===== config.mk =====
export PLATFORM = sky130hd
export DESIGN_NAME = tap_hold_dual_role_modifier_core
export DESIGN_NICKNAME = d
export VERILOG_FILES = /design/src/sv/thdm_pkg.sv /design/src/sv/thdm_ctrl.sv /design/src/sv/thdm_datapath.sv /design/src/sv/tap_hold_dual_role_modifier_core.sv
export SDC_FILE = /design/constraint.sdc
export NUM_CORES = 1
export LEC_CHECK = 0
export BUFFER_PORTS_ARGS = -buffer_cell sky130_fd_sc_hd__buf_2
export CORE_ASPECT_RATIO = 1.1
export CORE_MARGIN = 3
export CORE_UTILIZATION = 55
export CTS_BUF_LIST = sky130_fd_sc_hd__clkbuf_2 sky130_fd_sc_hd__clkbuf_4 sky130_fd_sc_hd__clkbuf_8
export CTS_CLUSTER_DIAMETER = 50
export DETAILED_ROUTE_END_ITERATION = 8
export GPL_TIMING_DRIVEN = 0
export PLACE_DENSITY = 0.85
export SLEW_MARGIN = 20
export SYNTH_ARGS = -nofsm -noshare
export SYNTH_HDL_FRONTEND = slang
export SYNTH_HIERARCHICAL = 1
export SYNTH_SLANG_ARGS = --single-unit
export TNS_END_PERCENT = 30

===== constraint.sdc =====
create_clock -name clk -period 6.3 [get_ports clk]
set_input_delay 1.575 -clock clk [delete_from_list [all_inputs] [get_ports clk]]
set_output_delay 1.575 -clock clk [all_outputs]
set_load 0.01 [all_outputs]

===== src/sv/thdm_pkg.sv =====
// Shared constants, types and command/status structs for the tap-hold modifier block.
`default_nettype none
package thdm_pkg;

    localparam int DUAL_BASE = 49152;
    localparam int NUM_MODS  = 8;
    localparam int MOD_SLOTS = 8;

    localparam logic [16:0] DUAL_LO = 17'(DUAL_BASE);
    localparam logic [16:0] DUAL_HI = 17'(DUAL_BASE + NUM_MODS * 256 - 1);
    localparam logic [15:0] DUAL_BASE_CODE = 16'(DUAL_BASE);
    localparam logic [15:0] MOD_KEY_BASE = 16'h00E0;

    localparam logic [7:0] TIMEOUT_RESET = 8'd80;

    // configuration register indexes
    localparam logic [1:0] CFG_ENABLE      = 2'd0;
    localparam logic [1:0] CFG_DEFAULT_MOD = 2'd1;
    localparam logic [1:0] CFG_TIMEOUT     = 2'd2;

    typedef enum logic [1:0] {
        KIND_RETURN = 2'd0,
        KIND_MOD    = 2'd1,
        KIND_TAP    = 2'd2
    } kind_t;

    typedef struct packed {
        logic load;
        logic eval;
        logic emit_mod;
        logic emit_tap;
        logic emit_last;
    } ctl_cmd_t;

    typedef struct packed {
        logic mods_pending;
        logic tap_first;
        logic out_free;
    } ctl_status_t;

endpackage
`default_nettype wire


===== src/sv/thdm_ctrl.sv =====
// Sequencer for one key event: load, evaluate, emit modifier presses, tap, final word.
`default_nettype none
module thdm_ctrl (
    input  wire logic                  clk,
    input  wire logic                  rst_n,
    input  wire logic                  in_valid,
    output logic                       in_ready,
    input  wire thdm_pkg::ctl_status_t status,
    output thdm_pkg::ctl_cmd_t         cmd
);

    typedef enum logic [2:0] {
        S_IDLE,
        S_EVAL,
        S_MODS,
        S_TAP,
        S_LAST
    } state_t;

    state_t state_reg;
    state_t state_next;

    always_comb
    begin
        state_next = state_reg;
        cmd        = '0;
        in_ready   = 1'b0;
        unique case (state_reg)
            S_IDLE:
            begin
                in_ready = 1'b1;
                if (in_valid)
                begin
                    cmd.load   = 1'b1;
                    state_next = S_EVAL;
                end
            end
            S_EVAL:
            begin
                cmd.eval   = 1'b1;
                state_next = S_MODS;
            end
            S_MODS:
            begin
                if (status.mods_pending)
                begin
                    cmd.emit_mod = status.out_free;
                end
                else
                begin
                    state_next = status.tap_first ? S_TAP : S_LAST;
                end
            end
            S_TAP:
            begin
                if (status.out_free)
                begin
                    cmd.emit_tap = 1'b1;
                    state_next   = S_LAST;
                end
            end
            S_LAST:
            begin
                if (status.out_free)
                begin
                    cmd.emit_last = 1'b1;
                    state_next    = S_IDLE;
                end
            end
            default:
            begin
                state_next = S_IDLE;
            end
        endcase
    end

    always_ff @(posedge clk or negedge rst_n)
    begin
        if (!rst_n)
        begin
            state_reg <= S_IDLE;
        end
        else
        begin
            state_reg <= state_next;
        end
    end

endmodule
`default_nettype wire


===== src/sv/thdm_datapath.sv =====
// Event latch, key state, config registers and output word register.
`default_nettype none
module thdm_datapath (
    input  wire logic                  clk,
    input  wire logic                  rst_n,
    input  wire thdm_pkg::ctl_cmd_t    cmd,
    output thdm_pkg::ctl_status_t      status,
    input  wire logic                  cfg_valid,
    input  wire logic [1:0]            cfg_index,
    input  wire logic [7:0]            cfg_data,
    input  wire logic [15:0]           key_code,
    input  wire logic                  now_pressed,
    input  wire logic                  before_pressed,
    input  wire logic                  injected_flag,
    input  wire logic [7:0]            key_row,
    input  wire logic [7:0]            key_col,
    output logic                       out_valid,
    input  wire logic                  out_ready,
    output logic [1:0]                 out_kind,
    output logic [15:0]                out_key,
    output logic [7:0]                 out_row,
    output logic [7:0]                 out_col,
    output logic                       last
);

    // config
    logic       enable_reg;
    logic       default_mod_reg;
    logic [7:0] timeout_reg;

    // latched event
    logic [15:0] code_reg;
    logic        now_reg;
    logic        before_reg;
    logic        inj_reg;
    logic [7:0]  row_reg;
    logic [7:0]  col_reg;

    // key state
    logic [7:0] action_reg, action_next;
    logic [7:0] held_reg, held_next;
    logic [7:0] timer_reg [thdm_pkg::MOD_SLOTS];
    logic [7:0] timer_wr;
    logic       timer_we;

    // plan for the emit phase
    logic [7:0]  mods_reg, mods_next;
    logic        tap_reg, tap_next;
    logic [15:0] final_reg, final_next;
    logic [15:0] tap_key_reg;

    // output word register
    logic              out_valid_reg;
    thdm_pkg::kind_t   out_kind_reg;
    logic [15:0]       out_key_reg;
    logic [7:0]        out_row_reg;
    logic [7:0]        out_col_reg;
    logic              last_reg;

    logic        dual;
    logic [15:0] diff;
    logic [2:0]  idx;
    logic [7:0]  bitmask;
    logic [15:0] tap16;
    logic [15:0] mod_key;
    logic [7:0]  tmr;
    logic [7:0]  tmr_inc;
    logic        out_free;
    logic [7:0]  low_onehot;
    logic [2:0]  low_pos;

    assign dual = ({1'b0, code_reg} >= thdm_pkg::DUAL_LO) &&
                  ({1'b0, code_reg} <= thdm_pkg::DUAL_HI);
    assign diff    = code_reg - thdm_pkg::DUAL_BASE_CODE;
    assign idx     = dual ? diff[10:8] : 3'd0;
    assign bitmask = dual ? (8'd1 << idx) : 8'd0;
    assign tap16   = dual ? {8'd0, diff[7:0]} : 16'd0;
    assign mod_key = thdm_pkg::MOD_KEY_BASE | {13'd0, idx};
    assign tmr     = timer_reg[idx];
    assign tmr_inc = (tmr < timeout_reg) ? tmr + 8'd1 : tmr;

    assign out_free = !out_valid_reg || out_ready;

    // lowest pending modifier
    assign low_onehot = mods_reg & (~mods_reg + 8'd1);
    always_comb
    begin
        low_pos = 3'd0;
        for (int i = 0; i < 8; i++)
        begin
            if (low_onehot[i])
            begin
                low_pos = low_pos | 3'(i);
            end
        end
    end

    // event decision
    always_comb
    begin
        action_next = action_reg;
        held_next   = held_reg;
        timer_we    = 1'b0;
        timer_wr    = tmr_inc;
        mods_next   = 8'd0;
        tap_next    = 1'b0;
        final_next  = code_reg;
        if (!enable_reg)
        begin
            if (dual)
            begin
                final_next = default_mod_reg ? mod_key : tap16;
            end
        end
        else if (inj_reg)
        begin
            final_next = code_reg;
        end
        else if (!now_reg && !before_reg)
        begin
            final_next = dual ? 16'd0 : code_reg;
        end
        else if (!dual)
        begin
            mods_next = now_reg ? held_reg : 8'd0;
        end
        else
        begin
            held_next = now_reg ? (held_reg | bitmask) : (held_reg & ~bitmask);
            timer_we  = 1'b1;
            if (now_reg && !before_reg)
            begin
                action_next = action_reg | bitmask;
                final_next  = 16'd0;
            end
            else if (tmr_inc >= timeout_reg)
            begin
                action_next = action_reg | bitmask;
                mods_next   = held_next;
                timer_wr    = now_reg ? tmr_inc : 8'd0;
                final_next  = 16'd0;
            end
            else if (!now_reg)
            begin
                action_next = action_reg & ~bitmask;
                timer_wr    = 8'd0;
                tap_next    = 1'b1;
                final_next  = tap16;
            end
            else
            begin
                final_next = ((action_reg & bitmask) != 8'd0) ? mod_key : 16'd0;
            end
        end
    end

    always_ff @(posedge clk or negedge rst_n)
    begin
        if (!rst_n)
        begin
            enable_reg      <= 1'b1;
            default_mod_reg <= 1'b0;
            timeout_reg     <= thdm_pkg::TIMEOUT_RESET;
            action_reg      <= 8'd0;
            held_reg        <= 8'd0;
            for (int i = 0; i < thdm_pkg::MOD_SLOTS; i++)
            begin
                timer_reg[i] <= 8'd0;
            end
            mods_reg        <= 8'd0;
            tap_reg         <= 1'b0;
            out_valid_reg   <= 1'b0;
        end
        else
        begin
            if (cfg_valid)
            begin
                case (cfg_index)
                    thdm_pkg::CFG_ENABLE:      enable_reg      <= cfg_data[0];
                    thdm_pkg::CFG_DEFAULT_MOD: default_mod_reg <= cfg_data[0];
                    thdm_pkg::CFG_TIMEOUT:     timeout_reg     <= cfg_data;
                    default:                   ;
                endcase
            end
            if (cmd.eval)
            begin
                action_reg <= action_next;
                held_reg   <= held_next;
                if (timer_we)
                begin
                    timer_reg[idx] <= timer_wr;
                end
                mods_reg <= mods_next;
                tap_reg  <= tap_next;
            end
            else if (cmd.emit_mod)
            begin
                mods_reg <= mods_reg & ~low_onehot;
            end
            if (cmd.emit_mod || cmd.emit_tap || cmd.emit_last)
            begin
                out_valid_reg <= 1'b1;
            end
            else if (out_ready)
            begin
                out_valid_reg <= 1'b0;
            end
        end
    end

    // payload registers
    always_ff @(posedge clk)
    begin
        if (cmd.load)
        begin
            code_reg   <= key_code;
            now_reg    <= now_pressed;
            before_reg <= before_pressed;
            inj_reg    <= injected_flag;
            row_reg    <= key_row;
            col_reg    <= key_col;
        end
        if (cmd.eval)
        begin
            final_reg   <= final_next;
            tap_key_reg <= tap16;
        end
        if (cmd.emit_mod)
        begin
            out_kind_reg <= thdm_pkg::KIND_MOD;
            out_key_reg  <= thdm_pkg::MOD_KEY_BASE | {13'd0, low_pos};
            last_reg     <= 1'b0;
        end
        else if (cmd.emit_tap)
        begin
            out_kind_reg <= thdm_pkg::KIND_TAP;
            out_key_reg  <= tap_key_reg;
            last_reg     <= 1'b0;
        end
        else if (cmd.emit_last)
        begin
            out_kind_reg <= thdm_pkg::KIND_RETURN;
            out_key_reg  <= final_reg;
            last_reg     <= 1'b1;
        end
        if (cmd.emit_mod || cmd.emit_tap || cmd.emit_last)
        begin
            out_row_reg <= row_reg;
            out_col_reg <= col_reg;
        end
    end

    assign status.mods_pending = (mods_reg != 8'd0);
    assign status.tap_first    = tap_reg;
    assign status.out_free     = out_free;

    assign out_valid = out_valid_reg;
    assign out_kind  = 2'(out_kind_reg);
    assign out_key   = out_key_reg;
    assign out_row   = out_row_reg;
    assign out_col   = out_col_reg;
    assign last      = last_reg;

endmodule
`default_nettype wire


===== src/sv/tap_hold_dual_role_modifier_core.sv =====
// Top level: a key event is taken, evaluated once, then its words leave one at a time through
// the output register, modifier presses first, then a tap, then the final word; the sequencer
// takes no new event until that final word has been issued.
// Reset (rst_n low, async): enable 1, default_to_modifier 0, hold_timeout 80,
// all key maps and hold timers cleared, output empty.
`default_nettype none
module tap_hold_dual_role_modifier_core (
    input  wire logic        clk,
    input  wire logic        rst_n,
    input  wire logic        cfg_valid,
    output logic             cfg_ready,
    input  wire logic [1:0]  cfg_index,
    input  wire logic [7:0]  cfg_data,
    input  wire logic        in_valid,
    output logic             in_ready,
    input  wire logic [15:0] key_code,
    input  wire logic        now_pressed,
    input  wire logic        before_pressed,
    input  wire logic        injected_flag,
    input  wire logic [7:0]  key_row,
    input  wire logic [7:0]  key_col,
    output logic             out_valid,
    input  wire logic        out_ready,
    output logic [1:0]       out_kind,
    output logic [15:0]      out_key,
    output logic [7:0]       out_row,
    output logic [7:0]       out_col,
    output logic             last
);

    thdm_pkg::ctl_cmd_t    cmd;
    thdm_pkg::ctl_status_t status;

    assign cfg_ready = 1'b1;

    thdm_ctrl u_ctrl (
        .clk      (clk),
        .rst_n    (rst_n),
        .in_valid (in_valid),
        .in_ready (in_ready),
        .status   (status),
        .cmd      (cmd)
    );

    thdm_datapath u_datapath (
        .clk            (clk),
        .rst_n          (rst_n),
        .cmd            (cmd),
        .status         (status),
        .cfg_valid      (cfg_valid),
        .cfg_index      (cfg_index),
        .cfg_data       (cfg_data),
        .key_code       (key_code),
        .now_pressed    (now_pressed),
        .before_pressed (before_pressed),
        .injected_flag  (injected_flag),
        .key_row        (key_row),
        .key_col        (key_col),
        .out_valid      (out_valid),
        .out_ready      (out_ready),
        .out_kind       (out_kind),
        .out_key        (out_key),
        .out_row        (out_row),
        .out_col        (out_col),
        .last           (last)
    );

endmodule
`default_nettype wire


==> flow_summary.json, run 1 <==
{
  "drive_above_1_share_pct": 21.7,
  "min_period_ns": 5.87,
  "max_slew_margin_pct": 24.4,
  "post-route-period-util_pct": 93.2,
  "internal_power_mw": 2.33,
  "ys_warn_count": 6,
  "via_count": 7043,
  "grt_pass1_vias": 7114,
  "drv_slew": 0,
  "crit_fanout": 10,
  "reg2reg_slack_ns": 0.43,
  "yosysUniqueCellTypes": 77,
  "cts_tree": "built",
  "wl_per_cell_um": 20.3,
  "cts_setup_buffers": 0,
  "clock_skew_ns": 0.0160,
  "synth_compound_area_share_pct": 13.4,
  "ios": 88,
  "comb_power_share_pct": 24.9,
  "detail-route-antenna-nets": 0,
  "areaGrowthSynthToFinish_pct": 13.5,
  "slowest_delay_ns": 0.48,
  "overflow": 0,
  "drcViolationCount": 1,
  "synth_top_family_by_area": "simple AND/OR/NAND/NOR gates",
  "seq_area_frac_synth_pct": 57.4,
  "status": "finished, violations left",
  "place_congestion": 0.926,
  "clockBufferDepth": 2,
  "hold_violations": 0,
  "root_buffer": "clkbuf_8",
  "reg2regPathDepth": 21,
  "syn-cell-area_um2": 9130,
  "crit_family": "compound AO/OA/AOI/OAI gates",
  "vias_per_cell": 6.22,
  "endpoint_kind": "register",
  "critPathSlowestCell": "a2111oi_2",
  "hold_class": "register to register",
  "numClockSinks": 197,
  "yosys.area.top_type": "dfrtp_1",
  "synth_edf_count": 78,
  "worstHoldPathCells": 0,
  "cts_buffers": 17,
  "ys.flop_type": "dfrtp_1",
  "r2r-start": "u_datapath/code_reg[11]$_DFFE_PP_",
  "critical_path_arrival_ns": 6.19,
  "rsz0062_at_grt": "no",
  "largest_reg_flops": 64,
  "setup_viol": 0,
  "seqPwrFrac_pct": 49.5,
  "antenna_cells": 0,
  "mostFrequentLayoutCell": "nand2_1",
  "maxCapViolCount": 0,
  "chipWidth_um": 129,
  "die_area_um2": 18200,
  "synth_top_area_share_pct": 27.4,
  "r2r-end": "u_datapath/final_reg[6]$_DFFE_PP_",
  "cp-start-kind": "register",
  "grt_max_degree": 75,
  "nets": 985,
  "path_class": "register to register",
  "place_inst": 1100,
  "avgSynthCellArea_um2": 11.3,
  "grt_util_all_layers_pct": 26.1,
  "antenna_found_initial": 0,
  "core-area_um2": 16000,
  "first_pass_iters": 8,
  "syn_nets": 876,
  "start_util_pct": 57.2,
  "tns_ns": 0,
  "crit_buf_inv": 3,
  "total_power_mw": 3.42,
  "yosys.area_share.simple_pct": 15.0,
  "switchingPower_mw": 1.09,
  "worst_pin_slew_ns": 1.13,
  "mostFrequentLayoutCells": "105 x nand2_1, 100 x dfrtp_1, 90 x buf_2",
  "dr.first_iter.drc_count": 765,
  "post-route-cell-area_um2": 10400,
  "whs_endpoint": "u_datapath/out_row[7]$_DFFE_PP_",
  "hold_start": "u_datapath/row_reg[7]$_DFFE_PP_",
  "num_rows": 48,
  "post_dp_cell_area_um2": 9890,
  "synth_xor_xnor_area_share_pct": 1.08,
  "drt_wl_total_mm": 23.0,
  "ys_seq_elements": 197,
  "p_per_area_nw_per_um2": 330,
  "swShare_pct": 31.9,
  "syn_inst": 810,
  "clk_pin_slew_ns": 0.10,
  "htree_levels": 4,
  "leakage_nw": 4.38,
  "port_buffers": 86,
  "grt_pass1_wl_mm": 37.1,
  "ys_async_sr_fraction_pct": 52.3,
  "crit_chain": "clkinv_1 > nand2_2 > clkbuf_2 > nor3_1 > o31a_1 > o21ai_1 > ha_1 > nand4_1 > a221oi_1 > nor2_1 > nand3_1 > nor3b_2 > xnor2_2 > inv_2 > ha_1 > a2111oi_2 > nand4_1 > o21ai_1 > nor2_1 > o31ai_2 > a2bb2oi_1",
  "violations": "design-rule violations",
  "layout.cells.non_filler": 1132,
  "cp_data_required_time_ns": 6.62,
  "insertion_delay_ns": 0.48,
  "p_clk_share_pct": 25.7,
  "fmax_mhz": 170,
  "synthAdderAreaFrac_pct": 2.19,
  "yosys-top-cells-area": "dfrtp_1 27%, edfxtp_1 26%, nand2_1 4.4%, dfxtp_1 3.5%, o21ai_1 3.5%",
  "die_h_um": 141,
  "dp_hpwl_mm": 16.4,
  "yosys-mux-area-fraction_pct": 7.07,
  "ir_drop_mv": 0.263
}
## through the flow
step	utilization [%]	hold WS [ns]	setup WS, ns
6_report	64.9	0.431	0.429
3_5_place_dp	61.9	0.406	-0.139
2_1_floorplan	-	0.400	1.29
3_3_place_gp	61.4	0.400	-0.0822
4_1_cts	64.6	0.431	0.00556
5_1_grt	64.9	0.437	0.0387
## worst max path at each step
| stage | start | to | slack, ns | cells after the start |
|---|---|---|---|---|
| 6_report | u_datapath/code_reg[11]$_DFFE_PP_ | u_datapath/final_reg[6]$_DFFE_PP_ | 0.43 | 21 |
| 5_1_grt | u_datapath/code_reg[13]$_DFFE_PP_ | u_datapath/final_reg[7]$_DFFE_PP_ | 0.04 | 21 |
| 4_1_cts | u_datapath/code_reg[11]$_DFFE_PP_ | u_datapath/final_reg[3]$_DFFE_PP_ | 0.006 | 20 |
| 3_5_place_dp | u_datapath/code_reg[12]$_DFFE_PP_ | u_datapath/final_reg[6]$_DFFE_PP_ | -0.14 | 20 |
| 3_3_place_gp | u_datapath/code_reg[13]$_DFFE_PP_ | u_datapath/final_reg[3]$_DFFE_PP_ | -0.08 | 20 |
| 2_1_floorplan | u_datapath/code_reg[13]$_DFFE_PP_ | u_datapath/final_reg[5]$_DFFE_PP_ | 1.29 | 21 |
## layout make-up
cell class | count | area, um^2
Timing Repair Buffer | 90 | 503
Clock buffer | 20 | 263
Inverter | 28 | 105
Clock inverter | 12 | 165
Multi-Input combinational cell | 536 | 3590
Tap cell | 200 | 250
Buffer | 49 | 241
Sequential cell | 197 | 5240
Fill cell | 1154 | 5610
## power by group through the flow
stage / combinational [mW] / clock [mW] / sequential [mW]
5_1_grt: 0.921 / 0.936 / 1.71
2_1_floorplan: 0.480 / 0 / 1.74
6_report: 0.850 / 0.878 / 1.69
4_1_cts: 0.839 / 0.887 / 1.69
3_3_place_gp: 0.760 / 0 / 1.71
3_5_place_dp: 0.829 / 0 / 1.71
## worst reg2reg max path: stages (launching register included)
cell,delay (ns)
edfxtp_1,0.37
clkinv_1,0.30
nand2_2,0.33
clkbuf_2,0.30
nor3_1,0.08
o31a_1,0.28
o21ai_1,0.39
ha_1,0.25
nand4_1,0.12
a221oi_1,0.36
nor2_1,0.10
nand3_1,0.21
nor3b_2,0.09
xnor2_2,0.43
inv_2,0.06
ha_1,0.33
a2111oi_2,0.48
nand4_1,0.15
o21ai_1,0.30
nor2_1,0.19
o31ai_2,0.38
a2bb2oi_1,0.22
## cells by family after synthesis
| family | count (synthesis) |
|---|---|
| adders and majority gates | 16 |
| xor gates and xnor gates | 7 |
| AOI/OAI and AO/OA | 183 |
| muxes | 51 |
| other | 1 |
| DFF | 197 |
| and+or+nand+nor | 278 |
| buffers and inverters | 77 |
## cells in the mapped netlist (4+ instances only)
cell type and instances:
nand2b_1 19, mux4_2 9, nor3b_1 4, mux2_2 15
clkbuf_1 35, buf_4 6, o211ai_1 8, a21oi_1 23
and3_1 10, inv_1 22, nand3_1 14, a211oi_1 9
buf_2 5, dfxtp_1 16, a22o_1 10, a21o_1 5
dfrtp_1 100, mux2i_1 24, and2_1 6, nand4_1 9
xnor2_2 5, o21ai_1 64, o22ai_1 4, nor2_1 57
nand2_1 106, inv_2 4, edfxtp_1 78, nor2b_1 9
a221oi_1 5, o21ai_0 13, ha_1 16, o32a_1 6
or3_1 7, nor3_1 17, a221o_1 4
## layer usage
metal	up-vias	global-route usage, %	wire (um)
li1	3166	-	-
met1	3380	32.7	8650
met2	417	43.9	11600
met3	80	5.46	1920
met4	0	11.3	826
met5	-	0	0
## what timing repair did
action,CTS,global route
setup endpoints to repair,7,24
hold endpoints to repair,0,0
hold buffers,0,0
resized for setup,4,12
Note: power is estimated with default switching activity, not from simulation.
==> run 2: changes to the inputs <==
--- a/config.mk
+++ b/config.mk
@@ -17,6 +17,5 @@
 export SLEW_MARGIN = 20
 export SYNTH_ARGS = -nofsm -noshare
 export SYNTH_HDL_FRONTEND = slang
-export SYNTH_HIERARCHICAL = 1
 export SYNTH_SLANG_ARGS = --single-unit
 export TNS_END_PERCENT = 30
==> flow_summary.json, run 2 <==
{
  "seq_area_frac_synth_pct": 58.1,
  "critical_path_arrival_ns": 6.36,
  "dr.first_iter.drc_count": 667,
  "maxCapViolCount": 0,
  "r2r-start": "u_datapath.code_reg[8]$_DFFE_PP_",
  "grt_max_degree": 78,
  "whs_ns": 0.427,
  "largest_reg_flops": 64,
  "p_clk_share_pct": 25.1,
  "via_count": 6693,
  "ys_warn_count": 0,
  "synthTopCellsByCount": "100 x dfrtp_1, 94 x nand2_1, 78 x edfxtp_1, 60 x o21ai_0, 43 x nor2_1",
  "pre_cts_slack_ns": -0.268,
  "hold_violations": 0,
  "setup_viol": 0,
  "ctsHoldBuffers": 0,
  "path_class": "register to register",
  "antenna_found_initial": 0,
  "yosys-top-cells-area": "dfrtp_1 28%, edfxtp_1 26%, mux2_2 4.0%, nand2_1 3.9%, dfxtp_1 3.6%",
  "reg2reg_slack_ns": 0.29,
  "synth_top_area_share_pct": 27.7,
  "final_util_pct": 64.7,
  "clockBufferDepth": 2,
  "r2r-end": "u_datapath.final_reg[5]$_DFFE_PP_",
  "hold_class": "register to register",
  "ys.flop_type": "dfrtp_1",
  "crit_family": "compound AO/OA/AOI/OAI gates",
  "cp_data_required_time_ns": 6.65,
  "swShare_pct": 32.7,
  "overflow": 0,
  "mostFrequentLayoutCells": "100 x dfrtp_1, 97 x buf_2, 94 x nand2_1",
  "grt_util_all_layers_pct": 24.4,
  "port_buffers": 86,
  "areaGrowthSynthToFinish_pct": 13.7,
  "drcViolationCount": 0,
  "cts_tree": "built",
  "syn-cell-area_um2": 9020,
  "antenna_cells": 0,
  "die_area_um2": 18000,
  "die_h_um": 140,
  "cts_buffers": 17,
  "hold_start": "u_datapath.row_reg[2]$_DFFE_PP_",
  "slowest_delay_ns": 0.51,
  "vias_per_cell": 6.10,
  "crit_fanout": 10,
  "post-route-cell-area_um2": 10300,
  "ys_async_sr_fraction_pct": 52.3,
  "comb_power_share_pct": 24.3,
  "critPathSlowestCell": "a221oi_4",
  "internal_power_mw": 2.26,
  "numClockSinks": 197,
  "post-route-period-util_pct": 95.4,
  "p_per_area_nw_per_um2": 328,
  "worst_pin_slew_ns": 0.933,
  "endpoint_kind": "register",
  "root_buffer": "clkbuf_8",
  "timing.final.ws_setup_ns": 0.292,
  "dp_hpwl_mm": 15.1,
  "clock_skew_ns": 0.0140,
  "chipWidth_um": 128,
  "yosysUniqueCellTypes": 74,
  "avgSynthCellArea_um2": 11.6,
  "ys_seq_elements": 197,
  "whs_endpoint": "u_datapath.out_row[2]$_DFFE_PP_",
  "worstHoldPathCells": 0,
  "grt_pass1_vias": 6747,
  "drv_slew": 0,
  "syn_nets": 842,
  "start_util_pct": 56.9,
  "clk_pin_slew_ns": 0.11,
  "ios": 88,
  "ir_drop_mv": 0.213,
  "cp-start-kind": "register",
  "detail-route-antenna-nets": 0,
  "min_period_ns": 6.01,
  "total_power_mw": 3.36,
  "drt_wl_total_mm": 21.3,
  "wl_per_cell_um": 19.4,
  "reg2regPathDepth": 21,
  "mostFrequentLayoutCell": "dfrtp_1",
  "crit_chain": "buf_4 > buf_2 > buf_4 > buf_2 > a211oi_1 > o32ai_2 > ha_1 > nand4_1 > nor2_1 > a21boi_1 > a21oi_2 > mux2i_4 > inv_1 > ha_1 > a21o_1 > a211o_1 > a221oi_4 > nand2_1 > a211o_1 > nor2_1 > o31a_1",
  "leakage_nw": 4.38,
  "drive_above_1_share_pct": 23.7,
  "yosysMostFrequentCell": "dfrtp_1",
  "post_dp_cell_area_um2": 9760,
  "num_rows": 48,
  "htree_levels": 4,
  "status": "finished, final reports clean",
  "crit_buf_inv": 5,
  "yosys.area.top_type": "dfrtp_1",
  "max_slew_margin_pct": 37.8,
  "rsz0062_at_grt": "no",
  "nets": 950,
  "core-area_um2": 15900,
  "syn_inst": 776,
  "place_congestion": 0.933,
  "fmax_mhz": 166,
  "synth_edf_count": 78,
  "insertion_delay_ns": 0.48,
  "first_pass_iters": 5,
  "switchingPower_mw": 1.10,
  "grt_pass1_wl_mm": 34.3,
  "seqPwrFrac_pct": 50.6
}
-- run 2: cell types whose count changed after synthesis, sizes merged, moves of 12 or more --
cell and delta:
a22oi +13, clkbuf -14, mux2 +14, nand2b -13, nor2 -12, nor2b +20, o32ai +13
-- run 2: cell families (layout without fill, tap and decap cells) --
group                    Yosys count  after routing  share of synthesized area (%)
other                              1              1                         0.0416
XOR/XNOR                           6              6                          0.749
AO/OA/AOI/OAI                    198            198                           15.3
flip-flops                       197            197                           58.1
AND/OR/NAND/NOR                  242            242                           13.7
multiplexers                      52             52                           6.40
adder cells (fa/ha/maj)           16             16                           2.22
buffers and inverters             64            185                           3.41
-- run 2: power by group through the flow --
stage	Combinational, mW	Clock (mW)	Sequential (mW)
after floorplan	0.478	0	1.75
after global placement	0.757	0	1.72
after detailed placement	0.799	0	1.72
after CTS	0.805	0.854	1.70
after global routing	0.893	0.909	1.72
final	0.815	0.844	1.70
-- run 2: final cells by class --
type,count,area (um^2)
clock inverters,14,180
inverters,20,75.1
repair buffers,89,499
flip-flops and latches,197,5240
fillers,1218,5600
well taps,200,250
multi-input cells,515,3520
clock buffers,18,248
plain buffers,44,233
-- run 2: worst max path at each step --
stage	to	cells after the start	startpoint
2_1_floorplan	u_datapath.mods_reg[1]$_DFFE_PN0P_	24	u_datapath.code_reg[12]$_DFFE_PP_
3_3_place_gp	u_datapath.mods_reg[1]$_DFFE_PN0P_	22	u_datapath.code_reg[8]$_DFFE_PP_
3_5_place_dp	u_datapath.final_reg[5]$_DFFE_PP_	21	u_datapath.code_reg[8]$_DFFE_PP_
4_1_cts	u_datapath.final_reg[5]$_DFFE_PP_	22	u_datapath.code_reg[12]$_DFFE_PP_
5_1_grt	u_datapath.final_reg[5]$_DFFE_PP_	22	u_datapath.code_reg[8]$_DFFE_PP_
6_report	u_datapath.final_reg[5]$_DFFE_PP_	21	u_datapath.code_reg[8]$_DFFE_PP_
-- run 2: layer usage --
metal | track usage, % | part of all wire [%] | vias to the layer above
met5 | 0 | 0 | -
met4 | 10.5 | 3.2 | 0
met3 | 5.57 | 7.9 | 68
met2 | 39.7 | 49 | 318
met1 | 31.6 | 40 | 3238
li1 | - | - | 3069
-- run 2: through the flow --
step,setup TNS (ns),instances
5_1_grt,0,1097
3_5_place_dp,-1.51,1064
2_1_floorplan,0,776
6_report,0,1097
4_1_cts,0,1096
3_3_place_gp,-0.787,1062
-- run 2: what timing repair did --
action,in CTS,in global routing
pin swaps,0,2
endpoints found under the setup margin,11,11
setup buffers,0,1
resized for setup,2,6
